$ cat config.mk
export PLATFORM = sky130hd
export DESIGN_NAME = isqrt_cell
export DESIGN_NICKNAME = d
export VERILOG_FILES = /design/src/hdl/isqrt_cell.sv
export SDC_FILE = /design/constraint.sdc
export NUM_CORES = 1
export LEC_CHECK = 0
export BUFFER_PORTS_ARGS = -buffer_cell sky130_fd_sc_hd__clkbuf_2
export CORE_ASPECT_RATIO = 1.25
export CORE_MARGIN = 10
export CORE_UTILIZATION = 53
export DETAILED_ROUTE_END_ITERATION = 7
export GPL_ROUTABILITY_DRIVEN = 1
export MAX_ROUTING_LAYER = met4
export PLACE_DENSITY = 0.82
export SLEW_MARGIN = 5
export SYNTH_ARGS = -nofsm -noshare
export SYNTH_HDL_FRONTEND = slang
export SYNTH_SLANG_ARGS = --single-unit
$ cat constraint.sdc
create_clock -name clock -period 3.85 [get_ports clock]
set_input_delay 0.77 -clock clock [delete_from_list [all_inputs] [get_ports clock]]
set_output_delay 0.77 -clock clock [all_outputs]
set_load 0.1 [all_outputs]
$ cat src/hdl/isqrt_cell.sv
// isqrt_cell.sv
// One root-bit step of the restoring square root, with its stage registers.
// Depends on nothing outside this file.
module isqrt_cell #(
   parameter int W         = 64,
   parameter int TRIAL_POS = 62
) (
   input  logic         clock,
   input  logic         reset,
   input  logic         advance,
   input  logic         valid_in,
   input  logic [W-1:0] rem_in,
   input  logic [W-1:0] acc_in,
   output logic         valid_out,
   output logic [W-1:0] rem_out,
   output logic [W-1:0] acc_out
);

   localparam logic [W-1:0] TRIAL = W'(1) << TRIAL_POS;

   logic [W-1:0] cand;
   logic         take;
   logic [W-1:0] rem_in_n;
   logic [W-1:0] acc_in_n;
   logic         valid_ff;
   logic [W-1:0] rem_ff;
   logic [W-1:0] acc_ff;

   // Try the trial bit against the remainder; keep it when it fits.
   always_comb begin
      cand     = acc_in | TRIAL;
      take     = (rem_in >= cand);
      rem_in_n = take ? (rem_in - cand) : rem_in;
      acc_in_n = (acc_in >> 1) | (take ? TRIAL : '0);
   end

   // Hold the stage valid bit.
   always_ff @(posedge clock) begin
      if (reset) begin
         valid_ff <= 1'b0;
      end else if (advance) begin
         valid_ff <= valid_in;
      end
   end

   // Advance the partial remainder and root.
   always_ff @(posedge clock) begin
      if (advance) begin
         rem_ff <= rem_in_n;
         acc_ff <= acc_in_n;
      end
   end

   assign valid_out = valid_ff;
   assign rem_out   = rem_ff;
   assign acc_out   = acc_ff;

endmodule

Word-level counts from Yosys, hierarchy flattened
Index checks and enable logic that the tools add are counted.
{"block": "classes", "magnitude_cmp": 1, "n_eq_ne": 0, "n_reduce_logical": 0, "addsub": 1, "mul": 0, "mux": 2, "n_shift": 0, "div": 0, "bitwise_logic": 1}
{"operator": "$ge 64x64->1", "count": 1}
{"operator": "$mux 64", "count": 1}
{"operator": "$sub 64x64->64", "count": 1}
{"operator": "$mux 63", "count": 1}
{"operator": "$or 63x63->63", "count": 1}
{"block": "totals", "ram_bits": 0, "register_bits": 129, "mem_bits_ro": 0, "memories": 0, "latchBits": 0, "wordCells": 8}

Logic depth before layout (Yosys ltp)
Gate-level depths: netlist (run 1).
{"block": "logic_depth", "word_depth": 3, "depth_mapped": 14, "depth_no_buf": 12}

Least setup slack after synthesis (run 1)
OpenSTA, ideal clock, no wires.
{"block": "synth_timing", "kind": "input port to flip-flop", "start": "input port rem_in[0]", "end": "register rem_ff[60] (netlist: rem_out[60]), data pin", "setup_ns": 0.273, "t_arrival_ns": 3.113, "n_path_buf": 0, "setup_slack_ns": 0.464, "cell_stages": 12, "required_time_ns": 3.577, "cell_sequence": "inv_1 -> ha_1 -> fa_1 -> nor2b_1 -> o2111ai_1 -> a211oi_1 -> o31ai_1 -> a21boi_0 -> o211ai_1 -> a211oi_1 -> nand4b_1 -> a41oi_1"}
{"block": "synth_via", "elab_chain_len": 2}
{"element": "start, declared", "line_no": "12", "source": "input logic [W-1:0] rem_in,"}
{"element": "$sub 64x64->64 or $ge 64x64->1 (tied branches)", "line_no": "33, 32"}
{"element": "$mux 64 (*)", "line_no": "33", "source": "rem_in_n = take ? (rem_in - cand) : rem_in;"}
{"element": "net rem_in_n[60]", "line_no": "23", "source": "logic [W-1:0] rem_in_n;"}
{"element": "end signal, assigned", "line_no": "49", "source": "rem_ff <= rem_in_n;"}
{"element": "end, declared", "line_no": "26", "source": "logic [W-1:0] rem_ff;"}
Mark *: on every way through the listed nets, which the timed path passes. The rest lies on a longest branch.
A chain may end at the register's enable or synchronous reset.

Final worst setup path (run 1)
{"block": "layout_timing", "start": "input port rem_in[0]", "end": "register rem_ff[24] (netlist: rem_out[24]), data pin"}
Same word-level chain as after synthesis.

==> results of run 1 <==
## metal layers
layer,GRT usage [%],up-vias,routed length (um),share of wire [%]
met2,45.09,390,14690,50
met5,-,-,0,0
met3,5.502,66,2225,7.6
met4,8.099,0,751,2.6
li1,-,4143,-,-
met1,29.54,3973,11590,40
## power by group through the flow
stage	sequential, mW	combinational (mW)	clock [mW]
2_1_floorplan	2.82	0.683	0
3_3_place_gp	1.78	2.21	0
3_5_place_dp	1.78	2.23	0
4_1_cts	1.76	2.24	1.83
5_1_grt	1.77	2.37	1.90
6_report	1.75	2.25	1.83
## worst max-delay path, stage by stage
cell	delay, ns
sky130_fd_sc_hd__clkbuf_2	0.08
sky130_fd_sc_hd__inv_1	0.04
sky130_fd_sc_hd__ha_1	0.22
sky130_fd_sc_hd__fa_1	0.41
sky130_fd_sc_hd__nor2b_1	0.16
sky130_fd_sc_hd__o2111ai_1	0.16
sky130_fd_sc_hd__a211oi_1	0.38
sky130_fd_sc_hd__o31ai_1	0.16
sky130_fd_sc_hd__nand4b_1	0.14
sky130_fd_sc_hd__a21oi_2	0.09
sky130_fd_sc_hd__o31a_2	0.45
sky130_fd_sc_hd__buf_4	0.31
sky130_fd_sc_hd__nand2_1	0.12
sky130_fd_sc_hd__o21ai_0	0.10
## registers in the layout, summed over array words and instances, names as in the netlist
register	flops
rem_out	64
acc_out	63
valid_out	1
## path summary, 6_finish.rpt
path | start | end
worst max register to register | valid_out | valid_out
worst min-delay path | reset | valid_out
worst max-delay path | rem_in[0] | rem_out[24]
worst min register to register | valid_out | valid_out
## layout by cell type, fill, tap and decap left out, drive strengths merged, types with 24 or more instances in the layout
cell | netlist | layout
ha | 63 | 63
inv | 89 | 93
clkbuf | 29 | 275
xnor2 | 24 | 24
o21ai | 82 | 82
edfxtp | 127 | 127
a21oi | 86 | 86
nand2 | 129 | 129
buf | 7 | 44
nor2 | 52 | 52
a21o | 36 | 36
## kinds of logic (layout without fill, tap and decap cells)
kind of cell,Yosys count,in the layout
other,1,3
and+or+nand+nor,282,282
xor gates and xnor gates,42,42
DFF,128,128
adders and majority gates,64,64
AOI/OAI and AO/OA,318,318
buffers and inverters,125,423
muxes,5,5
## metrics by stage
stage               utilization, %  TNS [ns]  instance area, um2  hold slack, ns
floorplan                        -         0                8899          0.8424
global placement             65.29         0               10660          0.4744
detailed placement           65.29  -0.02316               10660          0.4905
CTS                          69.30         0               11320          0.4871
global route                 69.33         0               11320          0.4965
finish                       69.33         0               11320          0.4862
## cell type report
class | instances | area, um2 | share of cell area (%)
Timing Repair Buffer | 302 | 1650 | 14.58
Tap cell | 216 | 270.3 | 2.387
Inverter | 89 | 334.1 | 2.951
Multi-Input combinational cell | 712 | 4573 | 40.39
Clock buffer | 17 | 425.4 | 3.757
Antenna cell | 2 | 5.005 | 0.04420
Sequential cell | 128 | 3834 | 33.86
Clock inverter | 15 | 230.2 | 2.033
==> results.txt, run 1 <==
The final-report max-slew violation count came out at 0. The relative contribution of sequential cells to total power is 30.1%. By count the netlist is led by sky130_fd_sc_hd__nand2_1, sky130_fd_sc_hd__edfxtp_1, sky130_fd_sc_hd__inv_1. The minimum setup slack in the final design is 0.3671 ns.

The area of the die is 22,410 um2. The proportion of synthesized chip area in sequential cells came out at 43.08%. The share of synthesized cell area in full adder, half adder and majority cells is 9.083%. The async set-or-reset flop fraction in the synthesized netlist is 0%. The global placer's final weighted congestion came out at 0.9478. TritonCTS built the clock tree. In the post-synthesis netlist, the biggest area contributors are sky130_fd_sc_hd__edfxtp_1, sky130_fd_sc_hd__ha_1, sky130_fd_sc_hd__nand2_1.

The count of antenna-violating nets left after detailed routing came out at 0. The critical path is of the primary input to register type. The max-capacitance violation count is 0. The first-pass GRT wire length came out at 44.83 mm. The clock skew after layout came out at 0 ns. The count of distinct cell types in the synthesized netlist is 65. The maximum level of the CTS H-tree is 4.

The total number of nets in the final design is 1,446. The total power is 5.834 mW. The hold violation count in the final report is 0. The setup slack at placement came out at -0.01639 ns. The initial cell density of the core came out at 54.49%. The actual slew at the worst max-slew pin is 0.6350 ns. The total clock buffers created by CTS is 17.

Entering global routing, the biggest net connects 66 pins. The number of standard-cell rows in the floorplan is 52. The total routing usage reported by global routing came out at 26.05%. The peak ir drop on the vdd network came out at 0.0002664 V.

The count of cells in the finished layout, fillers not included, comes to 1,481. The net switching fraction of the power came out at 42.10%. The logic depth of the worst register-to-register path is 2. Counting flops with a built-in enable in the synthesized netlist gives 127. The remaining routing DRC violations is 0. The wire length per cell after detailed routing came out at 19.75 um.

The die is 164.9 um tall. At the worst endpoint, the required time is 4.00 ns. Summing every instance area after synthesis gives 8899 um2. The power per cell area is 515.3 nW/um2.

Along the worst path, the maximum fanout reaches 51. The cell count after synthesis came out at 965. In this run the clock root is driven by a sky130_fd_sc_hd__clkbuf_16.

The clock power share is 31.3%. The number of setup violations in the final report came out at 0. The initial antenna violation count came to 2. Clock latency on the worst-skew pair, taken at its later pin, is 0.43 ns. The flop and latch count out of synthesis is 128.

The run finished with clean final reports. The number of nets in the synthesized netlist is 1,161. The largest total area in the synthesized netlist belongs to sky130_fd_sc_hd__edfxtp_1. The violation count after the first detailed-routing iteration came out at 707. The instance count along the most critical hold path is 2. The tightest min-delay check is of the primary input to register type. The count of instances resized after the clock tree is built came out at 0. The slack of the worst reg-to-reg path is 3.26 ns. Among all flip-flop cells after synthesis, the most frequent one is sky130_fd_sc_hd__edfxtp_1.

The post-route netlist has 27.24% of its cells at a drive strength greater than 1. Setup repair after global routing left no endpoint under its margin. In this run the deepest clock path goes through 2 buffers.

The signed area change from the synthesized netlist to the final layout came out at 27.24%. Combinational logic burns 38.6% of the power. The achievable frequency is 287.1 MHz.

The worst path uses 90.46% of the clock period. The xor and xnor fraction of the mapped netlist area came out at 4.134%. In this run the tightest slew margin relative to its limit is 57.67%. The post-detailed-routing wire length is 29.26 mm. The filler cell count came out at 1,330. The HPWL after detailed placement is 23.25 mm. The length of the first detailed-routing pass in iterations came out at 5. For the worst setup path, the data arrival time is 3.63 ns. The total core area is 16,330 um2. The number of setup buffers added after CTS is 0. The count of hold-fix buffers inserted at cts came out at 0. The x dimension of the die is 135.9 um.

Global routing finished with a remaining overflow of 0. The count of pins on the block boundary came out at 261. The number of vias after detailed routing is 8,572. The number of cells after detailed placement is 1,447. The internal power contribution came out at 3.378 mW. The detailed-route vias per instance is 5.788. The switching power summed over all nets came out at 2.456 mW. The share of the synthesized area in the top cell type came out at 42.86%.

Input and output buffers added on the ports amount to 259. After synthesis, the share of cell area in mux cells is 0.5624%. The most common cell in the netlist is sky130_fd_sc_hd__nand2_1. The dominant combinational cell family by area after synthesis is compound AO/OA/AOI/OAI gates.

The register clock-pin slew on the reported worst setup and hold paths came out at 0.06 ns. The kind of end point of the critical path is a register. The mean instance size in the synthesized netlist came out at 9.221 um2. The analysis attributes to cell leakage a power of 5.296 nW. The basic-gate share of the synthesized area counting and, or, nand and nor cells is 14.72%. The synthesized netlist devotes 22.83% of its cell area to compound gates.

STA classifies the critical path startpoint as a primary input. The number of sinks handled by clock tree synthesis came out at 128. Yosys printed 0 warnings.

The via count of the first global-routing pass came out at 8,743. The time the worst path needs with I/O delays and setup came out at 3.483 ns.
Power figures use the tool's default switching activity.
==> run 2, diff against run 1 <==
--- a/config.mk
+++ b/config.mk
@@ -6,12 +6,13 @@
 export NUM_CORES = 1
 export LEC_CHECK = 0
+export ABC_CLOCK_PERIOD_IN_PS = 3100
 export BUFFER_PORTS_ARGS = -buffer_cell sky130_fd_sc_hd__clkbuf_2
 export CORE_ASPECT_RATIO = 1.25
 export CORE_MARGIN = 10
-export CORE_UTILIZATION = 53
+export CORE_UTILIZATION = 48
 export DETAILED_ROUTE_END_ITERATION = 7
 export GPL_ROUTABILITY_DRIVEN = 1
 export MAX_ROUTING_LAYER = met4
-export PLACE_DENSITY = 0.82
+export PLACE_DENSITY = 0.78
 export SLEW_MARGIN = 5
 export SYNTH_ARGS = -nofsm -noshare
==> constraint.sdc (replaced) <==
create_clock -name clock -period 3.1 [get_ports clock]
set_input_delay 0.31 -clock clock [delete_from_list [all_inputs] [get_ports clock]]
set_output_delay 0.31 -clock clock [all_outputs]
set_load 0.1 [all_outputs]
==> run 2 against run 1 <==
  * Worst hold slack worse by 0.46 ns
  * Sequential share of layout area down 1.5 points
  * Design area up 4.5%
  * Die area up 9.0%
  * Sequential power up 25%
  * Wire length up 0.54%
  * Core utilization down 4.2 points
  * Final cell count up 5.3%
  * Highest routed layer unchanged
  * Power up 25%
==> results.txt, run 2 (synthesis gave the netlist of run 1 again) <==
In this design, the critical path's most frequently occurring cell is sky130_fd_sc_hd__o21ai_0. The worst setup path is launched from a primary input. Along the worst path, the maximum fanout reaches 4. The leakage power total is 5.615 nW. The post-detailed-routing wire length came out at 29.41 mm. VDD sags by at most 0.0003744 V. The hold violation count in the final report was 0. CTS saw 128 sinks. The maximum level of the CTS H-tree is 4. The startpoint identified for the worst hold timing path is reset.

The critical path required time is 3.27 ns. For hold timing, the worst endpoint is valid_out. The library cells used most frequently in the layout, excluding fill and tap cells, are sky130_fd_sc_hd__clkbuf_2, sky130_fd_sc_hd__nand2_1, sky130_fd_sc_hd__edfxtp_1. The clock tree from TritonCTS is yes. The worst register-to-register path ends at valid_out. The initial utilization of the core area, before any placement, comes to 48.98%.

The via count of the first global-routing pass was 8,848. Counting the fill cells in the layout gives 1,568. The die covers 24,420 um2. Of the cells placed in the final design, the portion with a size suffix greater than 1 is 31.10%. The startpoint of the worst-slack reg-to-reg timing path is valid_out. After clock tree synthesis, the clock-pin slew on the worst setup and hold paths is 0.07 ns. STA puts the critical path data arrival time at 3.08 ns. The total power came out at 7.288 mW. The start point of the critical path is rem_in[0]. The clock passes through at most 2 buffers. The count of antenna-violating nets left after detailed routing came out at 0. Dividing the detail-routed wire length by the instance count gives 18.85 um. The time the worst path needs with I/O delays and setup came out at 2.906 ns. Entering global routing, the biggest net connects 63 pins.

261 I/O pins were placed. The half-perimeter wire length after detailed placement is 23.74 mm. The detailed-route vias per instance is 5.587. The final-report max-slew violation count is 0. The multi-input combinational cells in the finished layout cover a total of 4584 um2. The headroom to the max-slew limit is 55.42%. The critical path is of the primary input to register type. The first detailed-routing pass ran for 5 iterations. The first-pass GRT wire length came out at 45.54 mm. The detailed router finished its first iteration with 579 violations. The area used by sequential logic in the layout came out at 3834 um2. The global placer's final weighted congestion is 0.9404. The remaining routing DRC violations came out at 0. The net count of the finished layout is 1,514. The die is 141.8 um wide. Across every metal layer, demand over resource in global routing totals 24.00%.

The achievable frequency is 344.1 MHz. The total core area is 18,170 um2. The worst-skew pair later-pin latency came out at 0.43 ns. The count of hold-fix buffers inserted at cts came out at 0. The die is 172.2 um tall.

The logic depth of the worst register-to-register path came out at 2. The global-route congestion overflow total came out at 0. The instance count along the most critical hold path came out at 2. The number of standard-cell rows in the floorplan came out at 55. The max-capacitance violation count is 0.

The flip-flop count of the largest register after layout is 64. Setup violations remaining at the end of the flow were counted as 0. The library cell used most frequently in the layout, excluding fill and tap cells, is sky130_fd_sc_hd__clkbuf_2. STA classifies the critical path endpoint as a register.

The post-route fraction of the period consumed by the critical path came out at 93.76%. Counting the buffers created by CTS gives 17. The slack of the worst reg-to-reg path came out at 2.50 ns.

Clock tree synthesis selected as its root buffer the cell sky130_fd_sc_hd__clkbuf_16. The slowest stage of the critical path belongs to the cell sky130_fd_sc_hd__fa_1. Walking the worst path, the cells encountered are clkbuf_2 > inv_1 > ha_1 > fa_1 > nor2b_1 > o2111ai_1 > buf_4 > a21oi_1 > o211ai_1 > a21boi_0 > o21ai_0 > a21o_1 > a211oi_1 > o21ai_0. In this run the worst hold path is classified as primary input to register. The initial antenna violation count was 1.

The signed area change from the synthesized netlist to the final layout came out at 32.97%. The final standard cell utilization of the core came out at 65.13%. The number of I/O port buffers is 259.

The actual slew at the worst max-slew pin came out at 0.6687 ns. The worst stage delay on the critical path is 0.39 ns. The post-CTS setup buffer count came out at 0. The number of vias after detailed routing came out at 8,716. The run finished with clean final reports. Clock skew on the completed layout was measured at 0 ns. The power per cell area came out at 615.9 nW/um2.
## run 2: where the power goes
| group | internal (mW) | switching, mW | leakage [nW] |
|---|---|---|---|
| logic | 0.716 | 2.17 | 4.06 |
| clock network | 1.36 | 0.867 | 0.306 |
| registers | 2.12 | 0.0545 | 1.25 |
## run 2: final cells by class
| class | count | area share (%) |
|---|---|---|
| inverters | 89 | 2.823 |
| clock buffers | 17 | 3.595 |
| repair buffers | 370 | 18.26 |
| well taps | 228 | 2.411 |
| flip-flops and latches | 128 | 32.40 |
| diodes | 1 | 0.02115 |
| multi-input cells | 712 | 38.74 |
| clock inverters | 15 | 1.745 |
## run 2: metal layers
metal | track usage, % | up-vias | part of all wire [%] | wire (um)
met3 | 5.187 | 43 | 6.3 | 1863
met4 | 6.854 | 0 | 1.8 | 537
met5 | - | - | 0 | 0
li1 | - | 4275 | - | -
met1 | 27.49 | 4079 | 41 | 11930
met2 | 41.50 | 319 | 51 | 15080
## run 2: worst max-delay path by stage
stage             endpoint  depth (start not counted)
2_1_floorplan  rem_out[60]                         12
3_3_place_gp    rem_out[5]                         14
3_5_place_dp   rem_out[10]                         14
4_1_cts         rem_out[3]                         14
5_1_grt        rem_out[18]                         14
6_report       rem_out[18]                         14
## run 2: per-stage QoR
step	hold slack, ns	worst slack [ns]	instance area (um2)	setup TNS (ns)	std cells
after floorplan	0.3824	0.1741	8899	0	965
after global routing	0.02108	-0.006846	11830	-0.006846	1560
after CTS	0.01610	0.1878	11820	0	1559
after global placement	0.4682	-0.1550	11190	-6.868	1527
after detailed placement	0.4708	-0.2335	11190	-9.125	1527
final	0.02223	0.1935	11830	0	1560
## run 2: timing repair
item,in CTS,in global routing
gates resized for setup,0,3
endpoints found under the setup margin,0,28
hold endpoints to repair,0,0
## run 2: critical path: cells and delay by family
kind	cells	cell delay [ns]
AOI/OAI and AO/OA	8	1.70
buffers and inverters	3	0.30
and+or+nand+nor	1	0.16
adders and majority gates	2	0.61
==> run 3, diff against run 2 <==
- CORE_ASPECT_RATIO: 1.25 -> default
==> run 3 against run 2 <==
  * Clock power down 3%
  * Register-to-register slack better by 0.02 ns
  * Die area down 0.14%
  * Design area down 0.85%
  * First-iteration DRC count up 17%
  * Clock-buffer cell count up 1
  * Power down 0.99%
  * Worst hold slack better by 0.012 ns
  * Critical endpoint is now rem_out[55]
==> results.txt, run 3 (synthesis gave the netlist of run 1 again) <==
In this run the most critical hold path is launched from reset. The critical path required time is 3.35 ns. Measured against its own limit, the worst slew margin works out to 59.99%. The logic depth of the worst register-to-register path is 2. In this run, the clock network consumes 29.8% of the power. The count of antenna-violating nets left after detailed routing came out at 0. The minimum setup slack in the final design is 0.2164 ns. After filler insertion, the fill cell instance count of the layout stands at 1,496.

The startpoint of the worst-slack reg-to-reg timing path is valid_out. Relative to the synthesized area, the layout overhead comes to 31.85%. The number of cells after detailed placement came out at 1,512.

The count of hold-fix buffers inserted at cts came out at 0. The achievable frequency is 346.8 MHz. The setup path with the least slack is of type primary input to register. For this run, the total global-route usage over all layers was measured as 24.06%. The number of I/O port buffers came out at 259. The final-report max-slew violation count is 0.

TritonCTS built the clock tree. Leaving out fill and tap cells, the most frequent cell in the layout is sky130_fd_sc_hd__clkbuf_2. The total clock buffers created by CTS came out at 17. VDD sags by at most 0.0003953 V. The hold-critical path endpoint is valid_out. For the pin with the worst max-slew slack, the measured transition is 0.6027 ns. The half-perimeter wire length after detailed placement came out at 23.57 mm.

The worst-skew pair later-pin latency is 0.42 ns. After detailed routing, the number of vias per cell comes to 5.625. The post-route fraction of the period consumed by the critical path came out at 93.02%. Summing over every cut layer, the via total after detailed routing is 8,718. The run finished with clean final reports. The count of cells in the finished layout, fillers not included, comes to 1,550. The area used by sequential logic in the layout is 3834 um2. The initial cell density of the core is 49.20%. The net switching fraction of the power came out at 42.06%. The total number of nets in the final design came out at 1,498.

The pin count of the biggest net entering global routing is 71. The count of pins on the block boundary is 261. The x dimension of the die is 156.2 um. The internal power contribution came out at 4.180 mW. The tree is rooted in a sky130_fd_sc_hd__clkbuf_16. Timing analysis after detailed placement gives a worst setup slack of -0.1926 ns. For the worst setup path, the data arrival time is 3.13 ns. The via count of the first global-routing pass is 8,771. The share of power burned in combinational logic is 40.0%.

Max-cap violations in this run came to 0. The worst-path maximum fanout came out at 4. After clock tree synthesis, the clock-pin slew on the worst setup and hold paths is 0.06 ns. The kind of end point of the critical path is a register. The hold slack came out at 0.03420 ns. The initial antenna violation count came out at 6. The global placer's final weighted congestion came out at 0.9458. The clock skew after layout came out at 0 ns. The first-pass GRT wire length is 45.57 mm. The flip-flop count of the largest register after layout came out at 64. The length of the first detailed-routing pass in iterations came out at 5. The global-route congestion overflow total came out at 0.

The time the worst path needs with I/O delays and setup came out at 2.884 ns. The switching power summed over all nets is 3.035 mW. After detailed routing, the average wire length per cell comes to 18.91 um. The area of the multi-input gates came out at 4579 um2. Setup repair after global routing left no endpoint under its margin. The relative contribution of sequential cells to total power is 30.2%. The worst min-delay path category is primary input to register. The chip height is 156.2 um. The number of sinks handled by clock tree synthesis is 128. For this run, design rule violations remaining after detail routing come to 0. The number of setup violations in the final report is 0. CTS built an H-tree with a depth of 4.

For this block, the routed nets add up to 29.31 mm of wire. The share of layout cells above drive strength 1 is 30.11%. The maximum buffer depth of the clock tree is 2. In the layout the commonest cells are sky130_fd_sc_hd__clkbuf_2, sky130_fd_sc_hd__nand2_1, sky130_fd_sc_hd__edfxtp_1.

The worst hold path was traced through 2 stages. The area of the die came out at 24,380 um2. The critical register-to-register path endpoint is valid_out.

The violation count after the first detailed-routing iteration is 680. The hold violation count in the final report is 0. For this design the static power due to leakage is 5.541 nW.

For flop-to-flop paths, the worst setup slack is 2.52 ns. The number of standard-cell rows in the floorplan is 49. STA classifies the critical path startpoint as a primary input. For this design the ratio of total power to cell area is 615.0 nW/um2. The core region is 18,090 um2.
-- run 3: per-stage QoR --
stage	setup TNS [ns]	utilization [%]	total power [mW]	instance area, um2
2_1_floorplan	0	-	4.344	8899
3_3_place_gp	-3.529	61.34	5.043	11090
3_5_place_dp	-6.725	61.34	5.075	11090
4_1_cts	0	64.75	7.235	11710
5_1_grt	0	64.87	7.487	11730
6_report	0	64.87	7.216	11730
-- run 3: what timing repair did --
action                     in CTS  in global routing
setup endpoints to repair       0                 10
setup buffers                   0                  0
gates resized for setup         0                  2
-- run 3: layout make-up --
class | count | share of cell area [%]
Multi-Input combinational cell | 712 | 39.03
Sequential cell | 128 | 32.68
Timing Repair Buffer | 354 | 17.61
Clock buffer | 18 | 3.658
Inverter | 89 | 2.847
Tap cell | 229 | 2.442
Clock inverter | 14 | 1.610
Antenna cell | 6 | 0.1280
-- run 3: critical path, stage by stage --
cell,delay (ns)
sky130_fd_sc_hd__clkbuf_2,0.09
sky130_fd_sc_hd__inv_1,0.04
sky130_fd_sc_hd__ha_1,0.28
sky130_fd_sc_hd__a21o_1,0.19
sky130_fd_sc_hd__a31oi_1,0.27
sky130_fd_sc_hd__a21oi_1,0.16
sky130_fd_sc_hd__o311ai_1,0.30
sky130_fd_sc_hd__buf_4,0.17
sky130_fd_sc_hd__nand4_1,0.11
sky130_fd_sc_hd__buf_4,0.17
sky130_fd_sc_hd__and4_1,0.23
sky130_fd_sc_hd__buf_4,0.16
sky130_fd_sc_hd__o211ai_1,0.29
sky130_fd_sc_hd__a21oi_1,0.12
sky130_fd_sc_hd__o31ai_1,0.23
-- run 3: metal layers --
layer  vias up  GRT usage (%)  share of wire [%]
met5         -              -                  0
met4         0          7.011                1.7
met3        31          5.900                9.3
met2       404          39.30                 48
met1      4027          28.99                 41
li1       4256              -                  -
-- run 3: power by group through the flow --
| stage | Combinational (mW) | Clock [mW] | Sequential (mW) |
|---|---|---|---|
| after floorplan | 0.848 | 0 | 3.50 |
| after global placement | 2.83 | 0 | 2.21 |
| after detailed placement | 2.86 | 0 | 2.22 |
| after CTS | 2.87 | 2.18 | 2.18 |
| after global routing | 3.05 | 2.24 | 2.20 |
| final | 2.88 | 2.15 | 2.18 |
-- run 3: worst max path at each step --
| stage | start | endpoint | slack (ns) |
|---|---|---|---|
| after floorplan | rem_in[0] | rem_out[60] | 0.17 |
| after global placement | rem_in[0] | rem_out[38] | -0.15 |
| after detailed placement | rem_in[0] | rem_out[38] | -0.19 |
| after CTS | rem_in[0] | rem_out[38] | 0.23 |
| after global routing | rem_in[0] | rem_out[56] | 0.03 |
| final | acc_in[4] | rem_out[55] | 0.22 |
